File: config.mk
export PLATFORM = sky130hd
export DESIGN_NAME = battery_trimmed_mean_sleep_policy
export DESIGN_NICKNAME = d
export VERILOG_FILES = /design/src/rtl/core/btms_pkg.sv /design/src/rtl/core/btms_front.sv /design/src/rtl/core/btms_queue.sv /design/src/rtl/core/btms_back.sv /design/src/rtl/core/battery_trimmed_mean_sleep_policy.sv
export SDC_FILE = /design/constraint.sdc
export NUM_CORES = 2
export LEC_CHECK = 0
export BUFFER_PORTS_ARGS = -buffer_cell sky130_fd_sc_hd__buf_2
export CAP_MARGIN = 20
export CORE_MARGIN = 2
export CORE_UTILIZATION = 39
export DETAILED_ROUTE_END_ITERATION = 10
export HOLD_SLACK_MARGIN = 0.06
export SETUP_SLACK_MARGIN = 0.2
export SLEW_MARGIN = 20
export SYNTH_ARGS = -nofsm -noshare
export SYNTH_HDL_FRONTEND = slang
export SYNTH_SLANG_ARGS = --single-unit
File: constraint.sdc
create_clock -name clk_i -period 35.7 [get_ports clk_i]
set_clock_uncertainty 0.05 [all_clocks]
set_input_delay 1.785 -clock clk_i [delete_from_list [all_inputs] [get_ports clk_i]]
set_output_delay 1.785 -clock clk_i [all_outputs]
set_load 0.01 [all_outputs]
File: src/rtl/core/btms_pkg.sv
package btms_pkg;

  // batch size and field widths
  localparam int unsigned SAMPLES  = 12;
  localparam int unsigned RAW_W    = 12;
  localparam int unsigned SUM_W    = 16;
  localparam int unsigned CNT_W    = 4;
  localparam int unsigned MAIN_W   = 17;
  localparam int unsigned BACKUP_W = 13;
  localparam int unsigned OFF_W    = 11;
  localparam int unsigned THR_W    = 13;
  localparam int unsigned CFG_IDX_W = 2;
  localparam int unsigned CFG_DAT_W = 13;

  // config register indexes
  localparam logic [CFG_IDX_W-1:0] CFG_MAIN_OFFSET   = 2'd0;
  localparam logic [CFG_IDX_W-1:0] CFG_BACKUP_OFFSET = 2'd1;
  localparam logic [CFG_IDX_W-1:0] CFG_BACKUP_HIGH   = 2'd2;
  localparam logic [CFG_IDX_W-1:0] CFG_BACKUP_LOW    = 2'd3;

  // config reset values
  localparam logic [OFF_W-1:0] MAIN_OFFSET_RST   = 11'd400;
  localparam logic [OFF_W-1:0] BACKUP_OFFSET_RST = 11'd440;
  localparam logic [THR_W-1:0] BACKUP_HIGH_RST   = 13'd4000;
  localparam logic [THR_W-1:0] BACKUP_LOW_RST    = 13'd3900;

  // sleep action codes
  localparam logic [1:0] ACT_KEEP  = 2'd0;
  localparam logic [1:0] ACT_LIGHT = 2'd1;
  localparam logic [1:0] ACT_DEEP  = 2'd2;

  // Q16 scale factors in mV per count
  localparam logic [19:0] MAIN_K   = 20'd885166;
  localparam logic [16:0] BACKUP_K = 17'd80020;

  // divide by the trimmed count through an exact reciprocal for 20-bit values
  localparam longint unsigned DIV_D   = SAMPLES - 2;
  localparam int unsigned     DIV_L   = $clog2(DIV_D);
  localparam int unsigned     X_W     = 20;
  localparam int unsigned     DIV_SH  = X_W + DIV_L;
  localparam longint unsigned DIV_REC = ((64'd1 << DIV_SH) + DIV_D - 64'd1) / DIV_D;
  localparam int unsigned     REC_W   = X_W + 1;

  // divide by 1000 for 16-bit values
  localparam int unsigned     WH_SH  = 26;
  localparam longint unsigned WH_REC = ((64'd1 << WH_SH) + 64'd999) / 64'd1000;

  // divide by 20 for 13-bit values
  localparam int unsigned     BR_SH  = 18;
  localparam longint unsigned BR_REC = ((64'd1 << BR_SH) + 64'd19) / 64'd20;

  // divide by 1000000 for 29-bit values
  localparam int unsigned     RP_SH  = 49;
  localparam longint unsigned RP_REC = ((64'd1 << RP_SH) + 64'd999999) / 64'd1000000;
  localparam logic [12:0]     RP_K   = 13'd6667;

  // trimmed sums handed from front to back
  typedef struct packed {
    logic [SUM_W-1:0] main_trim;
    logic [SUM_W-1:0] backup_trim;
  } trim_t;

  // live configuration
  typedef struct packed {
    logic [OFF_W-1:0] main_offset;
    logic [OFF_W-1:0] backup_offset;
    logic [THR_W-1:0] backup_high;
    logic [THR_W-1:0] backup_low;
  } cfg_t;

  // wake interval per band
  function automatic logic [18:0] wake_of(input logic [2:0] band);
    logic [18:0] w;
    case (band)
      3'd0:    w = 19'd10800;
      3'd1:    w = 19'd43200;
      3'd2:    w = 19'd86400;
      3'd3:    w = 19'd172800;
      3'd4:    w = 19'd259200;
      3'd5:    w = 19'd345600;
      default: w = 19'd432000;
    endcase
    return w;
  endfunction

  // sleep action per band
  function automatic logic [1:0] action_of(input logic [2:0] band);
    logic [1:0] a;
    case (band)
      3'd0, 3'd1:       a = ACT_KEEP;
      3'd2, 3'd3, 3'd4: a = ACT_LIGHT;
      default:          a = ACT_DEEP;
    endcase
    return a;
  endfunction

endpackage

File: src/rtl/core/btms_front.sv
module btms_front (
  input  logic                         clk_i,
  input  logic                         rst_ni,
  input  logic                         accept_i,
  input  logic [btms_pkg::RAW_W-1:0]   main_raw_i,
  input  logic [btms_pkg::RAW_W-1:0]   backup_raw_i,
  output logic                         push_o,
  output btms_pkg::trim_t              push_data_o
);

  logic [btms_pkg::CNT_W-1:0] cnt_q;
  logic [btms_pkg::SUM_W-1:0] m_sum_q, b_sum_q, m_sum_d, b_sum_d;
  logic [btms_pkg::RAW_W-1:0] m_min_q, m_max_q, b_min_q, b_max_q;
  logic [btms_pkg::RAW_W-1:0] m_min_d, m_max_d, b_min_d, b_max_d;
  logic                       last;

  // running sums, minima and maxima including the new item
  always_comb begin
    m_sum_d = m_sum_q + btms_pkg::SUM_W'(main_raw_i);
    b_sum_d = b_sum_q + btms_pkg::SUM_W'(backup_raw_i);
    m_min_d = (main_raw_i < m_min_q) ? main_raw_i : m_min_q;
    m_max_d = (main_raw_i > m_max_q) ? main_raw_i : m_max_q;
    b_min_d = (backup_raw_i < b_min_q) ? backup_raw_i : b_min_q;
    b_max_d = (backup_raw_i > b_max_q) ? backup_raw_i : b_max_q;
  end

  assign last = (cnt_q == btms_pkg::CNT_W'(btms_pkg::SAMPLES - 1));

  // trimmed sums go out on the last item of a batch
  assign push_o = accept_i && last;
  assign push_data_o.main_trim = m_sum_d - btms_pkg::SUM_W'(m_min_d)
                                 - btms_pkg::SUM_W'(m_max_d);
  assign push_data_o.backup_trim = b_sum_d - btms_pkg::SUM_W'(b_min_d)
                                   - btms_pkg::SUM_W'(b_max_d);

  // batch accumulators
  always_ff @(posedge clk_i or negedge rst_ni) begin
    if (!rst_ni) begin
      cnt_q   <= '0;
      m_sum_q <= '0;
      b_sum_q <= '0;
      m_min_q <= '1;
      m_max_q <= '0;
      b_min_q <= '1;
      b_max_q <= '0;
    end else if (accept_i) begin
      if (last) begin
        cnt_q   <= '0;
        m_sum_q <= '0;
        b_sum_q <= '0;
        m_min_q <= '1;
        m_max_q <= '0;
        b_min_q <= '1;
        b_max_q <= '0;
      end else begin
        cnt_q   <= cnt_q + 1'b1;
        m_sum_q <= m_sum_d;
        b_sum_q <= b_sum_d;
        m_min_q <= m_min_d;
        m_max_q <= m_max_d;
        b_min_q <= b_min_d;
        b_max_q <= b_max_d;
      end
    end
  end

endmodule

File: src/rtl/core/btms_queue.sv
module btms_queue (
  input  logic             clk_i,
  input  logic             rst_ni,
  input  logic             push_i,
  input  btms_pkg::trim_t  push_data_i,
  input  logic             pop_i,
  output logic             full_o,
  output logic             valid_o,
  output btms_pkg::trim_t  data_o
);

  btms_pkg::trim_t mem_q [2];
  logic            wr_ptr_q, rd_ptr_q;
  logic [1:0]      count_q;
  logic            do_pop;

  assign full_o  = (count_q == 2'd2);
  assign valid_o = (count_q != 2'd0);
  assign data_o  = mem_q[rd_ptr_q];
  assign do_pop  = pop_i && valid_o;

  // storage
  always_ff @(posedge clk_i) begin
    if (push_i) begin
      mem_q[wr_ptr_q] <= push_data_i;
    end
  end

  // pointers and fill count
  always_ff @(posedge clk_i or negedge rst_ni) begin
    if (!rst_ni) begin
      wr_ptr_q <= 1'b0;
      rd_ptr_q <= 1'b0;
      count_q  <= '0;
    end else begin
      if (push_i) begin
        wr_ptr_q <= ~wr_ptr_q;
      end
      if (do_pop) begin
        rd_ptr_q <= ~rd_ptr_q;
      end
      if (push_i && !do_pop) begin
        count_q <= count_q + 2'd1;
      end else if (!push_i && do_pop) begin
        count_q <= count_q - 2'd1;
      end
    end
  end

endmodule

File: src/rtl/core/btms_back.sv
module btms_back (
  input  logic                                clk_i,
  input  logic                                rst_ni,
  input  btms_pkg::cfg_t                      cfg_i,
  input  logic                                q_valid_i,
  input  btms_pkg::trim_t                     q_data_i,
  output logic                                q_pop_o,
  output logic                                out_valid_o,
  input  logic                                out_ready_i,
  output logic signed [btms_pkg::MAIN_W-1:0]  main_mv_o,
  output logic [btms_pkg::BACKUP_W-1:0]       backup_mv_o,
  output logic [5:0]                          main_whole_volts_o,
  output logic [8:0]                          main_report_o,
  output logic [8:0]                          backup_report_o,
  output logic [2:0]                          supply_band_o,
  output logic [18:0]                         wake_interval_s_o,
  output logic [1:0]                          sleep_action_o
);

  localparam int unsigned PM_W = btms_pkg::SUM_W + 20;
  localparam int unsigned PB_W = btms_pkg::SUM_W + 17;
  localparam int unsigned PQ_W = btms_pkg::X_W + btms_pkg::REC_W;

  logic en;
  logic v1_q, v2_q, v3_q, v4_q, v5_q, out_valid_q;

  logic [PM_W-1:0] pm1_q;
  logic [PB_W-1:0] pb1_q;
  logic [PQ_W-1:0] qm2_q, qb2_q;
  logic signed [btms_pkg::MAIN_W-1:0] mmv3_q, mmv4_q, mmv5_q;
  logic [btms_pkg::BACKUP_W-1:0] bmv3_q, bmv4_q, bmv5_q;
  logic [2:0]  band4_q, band5_q;
  logic [32:0] wp4_q;
  logic [28:0] rp4_q;
  logic [26:0] bp4_q;
  logic [5:0]  whole5_q;
  logic [8:0]  brep5_q;
  logic [58:0] rp5_q;

  logic signed [btms_pkg::MAIN_W-1:0] main_mv_q;
  logic [btms_pkg::BACKUP_W-1:0]      backup_mv_q;
  logic [5:0]                         main_whole_volts_q;
  logic [8:0]                         main_report_q;
  logic [8:0]                         backup_report_q;
  logic [2:0]                         supply_band_q;
  logic [18:0]                        wake_interval_s_q;
  logic [1:0]                         sleep_action_q;

  logic [btms_pkg::X_W-1:0] xm2, xb2;
  logic [15:0] qm3;
  logic [12:0] qb3;
  logic signed [btms_pkg::MAIN_W-1:0] mmv3_d, t1, t2, t3, t4;
  logic [2:0]  band4_d;
  logic [15:0] pos4;

  // the whole pipeline moves unless a result waits at the output
  assign en      = !out_valid_q || out_ready_i;
  assign q_pop_o = en;

  // valid bits
  always_ff @(posedge clk_i or negedge rst_ni) begin
    if (!rst_ni) begin
      v1_q <= 1'b0;
      v2_q <= 1'b0;
      v3_q <= 1'b0;
      v4_q <= 1'b0;
      v5_q <= 1'b0;
      out_valid_q <= 1'b0;
    end else if (en) begin
      v1_q <= q_valid_i;
      v2_q <= v1_q;
      v3_q <= v2_q;
      v4_q <= v3_q;
      v5_q <= v4_q;
      out_valid_q <= v5_q;
    end
  end

  // stage 2 and 3 operands
  assign xm2 = pm1_q[PM_W-1:16];
  assign xb2 = btms_pkg::X_W'(pb1_q[PB_W-1:16]);
  assign qm3 = 16'(qm2_q >> btms_pkg::DIV_SH);
  assign qb3 = 13'(qb2_q >> btms_pkg::DIV_SH);
  assign mmv3_d = $signed({1'b0, qm3}) - $signed({6'b0, cfg_i.main_offset});

  // threshold profile and band
  always_comb begin
    if (mmv3_q >= 17'sd16000 && mmv3_q < 17'sd36000) begin
      t1 = 17'sd24000; t2 = 17'sd23000; t3 = 17'sd22000; t4 = 17'sd21000;
    end else if (mmv3_q > 17'sd4000 && mmv3_q < 17'sd16000) begin
      t1 = 17'sd12000; t2 = 17'sd11000; t3 = 17'sd10000; t4 = 17'sd9000;
    end else begin
      t1 = 17'sd32000; t2 = 17'sd32000; t3 = 17'sd32000; t4 = 17'sd32000;
    end
    if (mmv3_q > t1)                    band4_d = 3'd0;
    else if (mmv3_q > t2)               band4_d = 3'd1;
    else if (mmv3_q > t3)               band4_d = 3'd2;
    else if (mmv3_q > t4)               band4_d = 3'd3;
    else if (bmv3_q > cfg_i.backup_high) band4_d = 3'd4;
    else if (bmv3_q > cfg_i.backup_low)  band4_d = 3'd5;
    else                                band4_d = 3'd6;
  end

  // negative main supply reports as zero
  assign pos4 = mmv3_q[btms_pkg::MAIN_W-1] ? 16'd0 : mmv3_q[15:0];

  // datapath stages
  always_ff @(posedge clk_i) begin
    if (en) begin
      // scale trimmed sums to Q16 millivolts
      pm1_q <= PM_W'(q_data_i.main_trim) * PM_W'(btms_pkg::MAIN_K);
      pb1_q <= PB_W'(q_data_i.backup_trim) * PB_W'(btms_pkg::BACKUP_K);
      // divide by the trimmed count
      qm2_q <= PQ_W'(xm2) * PQ_W'(btms_pkg::DIV_REC);
      qb2_q <= PQ_W'(xb2) * PQ_W'(btms_pkg::DIV_REC);
      // apply offsets
      mmv3_q <= mmv3_d;
      bmv3_q <= qb3 + btms_pkg::BACKUP_W'(cfg_i.backup_offset);
      // classify and start the report scalings
      mmv4_q  <= mmv3_q;
      bmv4_q  <= bmv3_q;
      band4_q <= band4_d;
      wp4_q   <= 33'(pos4) * 33'(btms_pkg::WH_REC);
      rp4_q   <= 29'(pos4) * 29'(btms_pkg::RP_K);
      bp4_q   <= 27'(bmv3_q) * 27'(btms_pkg::BR_REC);
      // finish divisions by constants
      mmv5_q   <= mmv4_q;
      bmv5_q   <= bmv4_q;
      band5_q  <= band4_q;
      whole5_q <= 6'(wp4_q >> btms_pkg::WH_SH);
      brep5_q  <= 9'(bp4_q >> btms_pkg::BR_SH);
      rp5_q    <= 59'(rp4_q) * 59'(btms_pkg::RP_REC);
      // output register
      main_mv_q          <= mmv5_q;
      backup_mv_q        <= bmv5_q;
      main_whole_volts_q <= whole5_q;
      main_report_q      <= 9'(rp5_q >> btms_pkg::RP_SH);
      backup_report_q    <= brep5_q;
      supply_band_q      <= band5_q;
      wake_interval_s_q  <= btms_pkg::wake_of(band5_q);
      sleep_action_q     <= btms_pkg::action_of(band5_q);
    end
  end

  // result ports
  assign out_valid_o        = out_valid_q;
  assign main_mv_o          = main_mv_q;
  assign backup_mv_o        = backup_mv_q;
  assign main_whole_volts_o = main_whole_volts_q;
  assign main_report_o      = main_report_q;
  assign backup_report_o    = backup_report_q;
  assign supply_band_o      = supply_band_q;
  assign wake_interval_s_o  = wake_interval_s_q;
  assign sleep_action_o     = sleep_action_q;

endmodule

File: src/rtl/core/battery_trimmed_mean_sleep_policy.sv
// result path: the item that closes a batch goes into the queue, then through the pipeline to the output register
// throughput: one item per cycle while the queue is not full; one result per batch of 12 items
// the six-stage scaling pipeline behind a two-entry queue sets the latency
// reset: batch accumulators clear, offsets and thresholds take their defaults,
// queue and pipeline empty
module battery_trimmed_mean_sleep_policy (
  input  logic                                clk_i,
  input  logic                                rst_ni,
  input  logic                                cfg_valid_i,
  output logic                                cfg_ready_o,
  input  logic [btms_pkg::CFG_IDX_W-1:0]      cfg_index_i,
  input  logic [btms_pkg::CFG_DAT_W-1:0]      cfg_data_i,
  input  logic                                in_valid_i,
  output logic                                in_ready_o,
  input  logic [btms_pkg::RAW_W-1:0]          main_raw_i,
  input  logic [btms_pkg::RAW_W-1:0]          backup_raw_i,
  output logic                                out_valid_o,
  input  logic                                out_ready_i,
  output logic signed [btms_pkg::MAIN_W-1:0]  main_mv_o,
  output logic [btms_pkg::BACKUP_W-1:0]       backup_mv_o,
  output logic [5:0]                          main_whole_volts_o,
  output logic [8:0]                          main_report_o,
  output logic [8:0]                          backup_report_o,
  output logic [2:0]                          supply_band_o,
  output logic [18:0]                         wake_interval_s_o,
  output logic [1:0]                          sleep_action_o
);

  btms_pkg::cfg_t  cfg_q;
  btms_pkg::trim_t push_data, q_data;
  logic            push, q_full, q_valid, q_pop, in_accept;

  // config registers
  assign cfg_ready_o = 1'b1;

  always_ff @(posedge clk_i or negedge rst_ni) begin
    if (!rst_ni) begin
      cfg_q.main_offset   <= btms_pkg::MAIN_OFFSET_RST;
      cfg_q.backup_offset <= btms_pkg::BACKUP_OFFSET_RST;
      cfg_q.backup_high   <= btms_pkg::BACKUP_HIGH_RST;
      cfg_q.backup_low    <= btms_pkg::BACKUP_LOW_RST;
    end else if (cfg_valid_i) begin
      unique case (cfg_index_i)
        btms_pkg::CFG_MAIN_OFFSET:   cfg_q.main_offset   <= cfg_data_i[btms_pkg::OFF_W-1:0];
        btms_pkg::CFG_BACKUP_OFFSET: cfg_q.backup_offset <= cfg_data_i[btms_pkg::OFF_W-1:0];
        btms_pkg::CFG_BACKUP_HIGH:   cfg_q.backup_high   <= cfg_data_i;
        btms_pkg::CFG_BACKUP_LOW:    cfg_q.backup_low    <= cfg_data_i;
        default: ;
      endcase
    end
  end

  // input handshake: samples are taken only while the queue has room for a batch result
  assign in_ready_o = !q_full;
  assign in_accept  = in_valid_i && in_ready_o;

  btms_front u_front (
    .clk_i        (clk_i),
    .rst_ni       (rst_ni),
    .accept_i     (in_accept),
    .main_raw_i   (main_raw_i),
    .backup_raw_i (backup_raw_i),
    .push_o       (push),
    .push_data_o  (push_data)
  );

  btms_queue u_queue (
    .clk_i       (clk_i),
    .rst_ni      (rst_ni),
    .push_i      (push),
    .push_data_i (push_data),
    .pop_i       (q_pop),
    .full_o      (q_full),
    .valid_o     (q_valid),
    .data_o      (q_data)
  );

  btms_back u_back (
    .clk_i              (clk_i),
    .rst_ni             (rst_ni),
    .cfg_i              (cfg_q),
    .q_valid_i          (q_valid),
    .q_data_i           (q_data),
    .q_pop_o            (q_pop),
    .out_valid_o        (out_valid_o),
    .out_ready_i        (out_ready_i),
    .main_mv_o          (main_mv_o),
    .backup_mv_o        (backup_mv_o),
    .main_whole_volts_o (main_whole_volts_o),
    .main_report_o      (main_report_o),
    .backup_report_o    (backup_report_o),
    .supply_band_o      (supply_band_o),
    .wake_interval_s_o  (wake_interval_s_o),
    .sleep_action_o     (sleep_action_o)
  );

endmodule

==> metrics <==
Worst Path Required around 36 ns; Yosys top cell area share 0.270; vias after detailed routing 41405; max frequency 0.127 GHz; Max Slew Vio Count 0; Post-synth top cells 1596 x inv_1, 1421 x ha_1, 832 x fa_1; post-CTS sizing 0; largest delay contributor family on the critical path adder cells; first-pass GRT wire length around 240 mm; actual slew at the worst max-slew pin just over 1 ns; Placed Area just under 0.07 mm²; CP bufs+invs 6; gr usage total 0.172; # rows 150; most numerous cell in the Yosys netlist inv_1; CTS Buffer Depth 3; clock-pin slew on the worst setup and hold paths about 0.070 ns; Hold Path Class reg -> reg; ANT nets after route 0; DRT iter0 DRCs between 1500 and 2000; die area between 0.15 and 0.2 mm²; unrepaired setup endpoints after global routing no; Clk Latency, worst-skew pair 0.70 ns; crit path max fanout 9; total wire length about 140 mm; Post-synth EDFFs between 300 and 400; Yosys cell types 80; crit end category flop; Root Driver clkbuf_16; synthesis-stage register bit count 508; initial antenna violation count 18; Layout area overhead 8.16%; CTS H-tree lvls 2; TNS Setup 0 ns; routed length per instance ~17 µm; Via density 4.91; TritonCTS Sinks roughly 510; total gr overflow 0; most frequent CP cell fa_1; Area contributors post-synth ha_1 27%, fa_1 25%, edfxtp_1 17%, inv_1 9.1%, dfrtp_1 3.6%; DP HPWL roughly 120 mm; Mapped Area about 0.066 mm²; Main synth FF type edfxtp_1; CTS Hold Bufs 0; cell area after layout between 0.07 and 0.08 mm²; Seq/Total Area, Yosys 0.222; crit share post-route 0.220; largest area contributor in the netlist ha_1; share of layout cells above drive strength 1 0.0600; setup bufs post-CTS 0; initial core utilization 0.393; total CTS buffers between 50 and 60; CP Launch Type flop; signal arrival time at the worst endpoint around 8.2 ns; nets around 8500; yosys warns 0; Die Span Y about 420 µm; post-synthesis cell count 6015; CTS tree built; final hold violation count 0; Tmin final 7.85 ns; vias in the first global route about 45000; detailed-route DRC error count 0; IO Pins ~130; die width ~420 µm; CP Class reg -> reg; Core ar. around 0.17 mm²; Final Wtd Congestion around 0.9; CP Cell Sequence inv_1 > fa_1 > inv_1 > fa_1 > inv_1 > fa_1 > fa_1 > fa_1 > inv_1 > fa_1 > fa_1 > inv_1 > fa_1 > inv_1 > ha_1 > a21oi_1 > o21ai_0 > a32oi_1 > a221o_1 > a211oi_1 > nor3_1 > o21ai_0 > a21oi_1 > xnor2_1; largest net degree at the start of global routing just over 80; Avg Inst Size Synth around 11 µm²; drt pass-1 iters 5; Final setup viols 0; port bufs 119; slowest stage delay, CP 0.69 ns; max_slew headroom 0.311; Slowest-stage cell, CP nor3_1; status finished, final reports clean; Core Util, Final 0.425; Max-Cap Viols 0; share of flip-flops with an asynchronous set or reset 0.280
-- cells by family (layout without fill, tap and decap cells) --
logic type | count (synthesis) | in the layout | synth area share
muxes | 124 | 124 | 0.0201
adders and majority gates | 2253 | 2253 | 0.522
and+or+nand+nor | 571 | 571 | 0.0430
AOI/OAI and AO/OA | 712 | 712 | 0.0723
xor gates and xnor gates | 199 | 199 | 0.0264
buffers and inverters | 1646 | 1846 | 0.0941
DFF | 508 | 508 | 0.222
other | 2 | 9 | 0.000114
-- worst paths after layout --
path / start / slack (ns) / to / cells past startpoint
max in group asynchronous: rst_ni / 33.06 / cfg_q[0]$_DFFE_PN0P_ / 2
setup reg to reg: u_back.rp4_q[13]$_DFFE_PP_ / 27.85 / u_back.rp5_q[56]$_DFFE_PP_ / 24
hold reg to reg: u_back.mmv5_q[16]$_DFFE_PP_ / 0.36 / u_back.main_mv_o[16]$_DFFE_PP_ / 0
min in group asynchronous: rst_ni / 1.06 / u_front.b_max_q[1]$_DFFE_PN0P_ / 1
setup / recovery: u_back.rp4_q[13]$_DFFE_PP_ / 27.85 / u_back.rp5_q[56]$_DFFE_PP_ / 24
hold / removal: u_back.mmv5_q[16]$_DFFE_PP_ / 0.36 / u_back.main_mv_o[16]$_DFFE_PP_ / 0
-- layer usage --
layer  vias up  wire length, µm  GRT usage
li1      20026                -          -
met1     20698            62200      0.217
met2       474            73100      0.310
met3       183             5860     0.0271
met4        24             2740     0.0351
met5         -              140          0
-- per-stage QoR --
stage	cells	hold slack, ns	setup WS (ns)
2_1_floorplan	6018	0.350	22.35
3_3_place_gp	8312	0.352	27.85
3_5_place_dp	8312	0.355	27.79
4_1_cts	8422	0.363	27.76
5_1_grt	8423	0.369	27.39
6_report	8426	0.361	27.85
-- state kept, by name, summed over array words and instances, names as in the netlist, 16 cells and up --
| name | flops |
|---|---|
| u_queue.mem_q | 64 |
| cfg_q | 48 |
| u_back.rp4_q | 29 |
| u_back.pm1_q | 20 |
| u_back.main_mv_o | 17 |
| u_back.mmv3_q | 17 |
| u_back.mmv4_q | 17 |
| u_back.mmv5_q | 17 |
| u_back.pb1_q | 17 |
| u_back.qm2_q | 16 |
| u_front.b_sum_q | 16 |
| u_front.m_sum_q | 16 |
-- cell usage in the layout (no fill, tap or decap), types with 55 or more instances in the layout --
cell type and count:
buf_2 118, a21oi_1 171, nand2_1 119, ha_1 1421, a21o_1 100, inv_1 1596, xnor2_1 134, fa_1 832
nand3_1 60, mux2_2 64, nor2_1 153, mux2i_1 55, o21ai_0 114, clkbuf_16 58, xor2_1 65, dfrtp_1 95
edfxtp_1 366
-- layout make-up --
class	instances	area, µm²
Fill cell	15989	96300
Multi-Input combinational cell	3864	45100
Sequential cell	508	14600
Inverter	1596	5990
Tap cell	2204	2760
Clock buffer	66	1480
Timing Repair Buffer	140	759
Clock inverter	44	551
Antenna cell	4	10.0
Power is left out: the tool's default activity adds up to more than one toggle a clock period on the data nets, which glitch-free logic cannot reach.
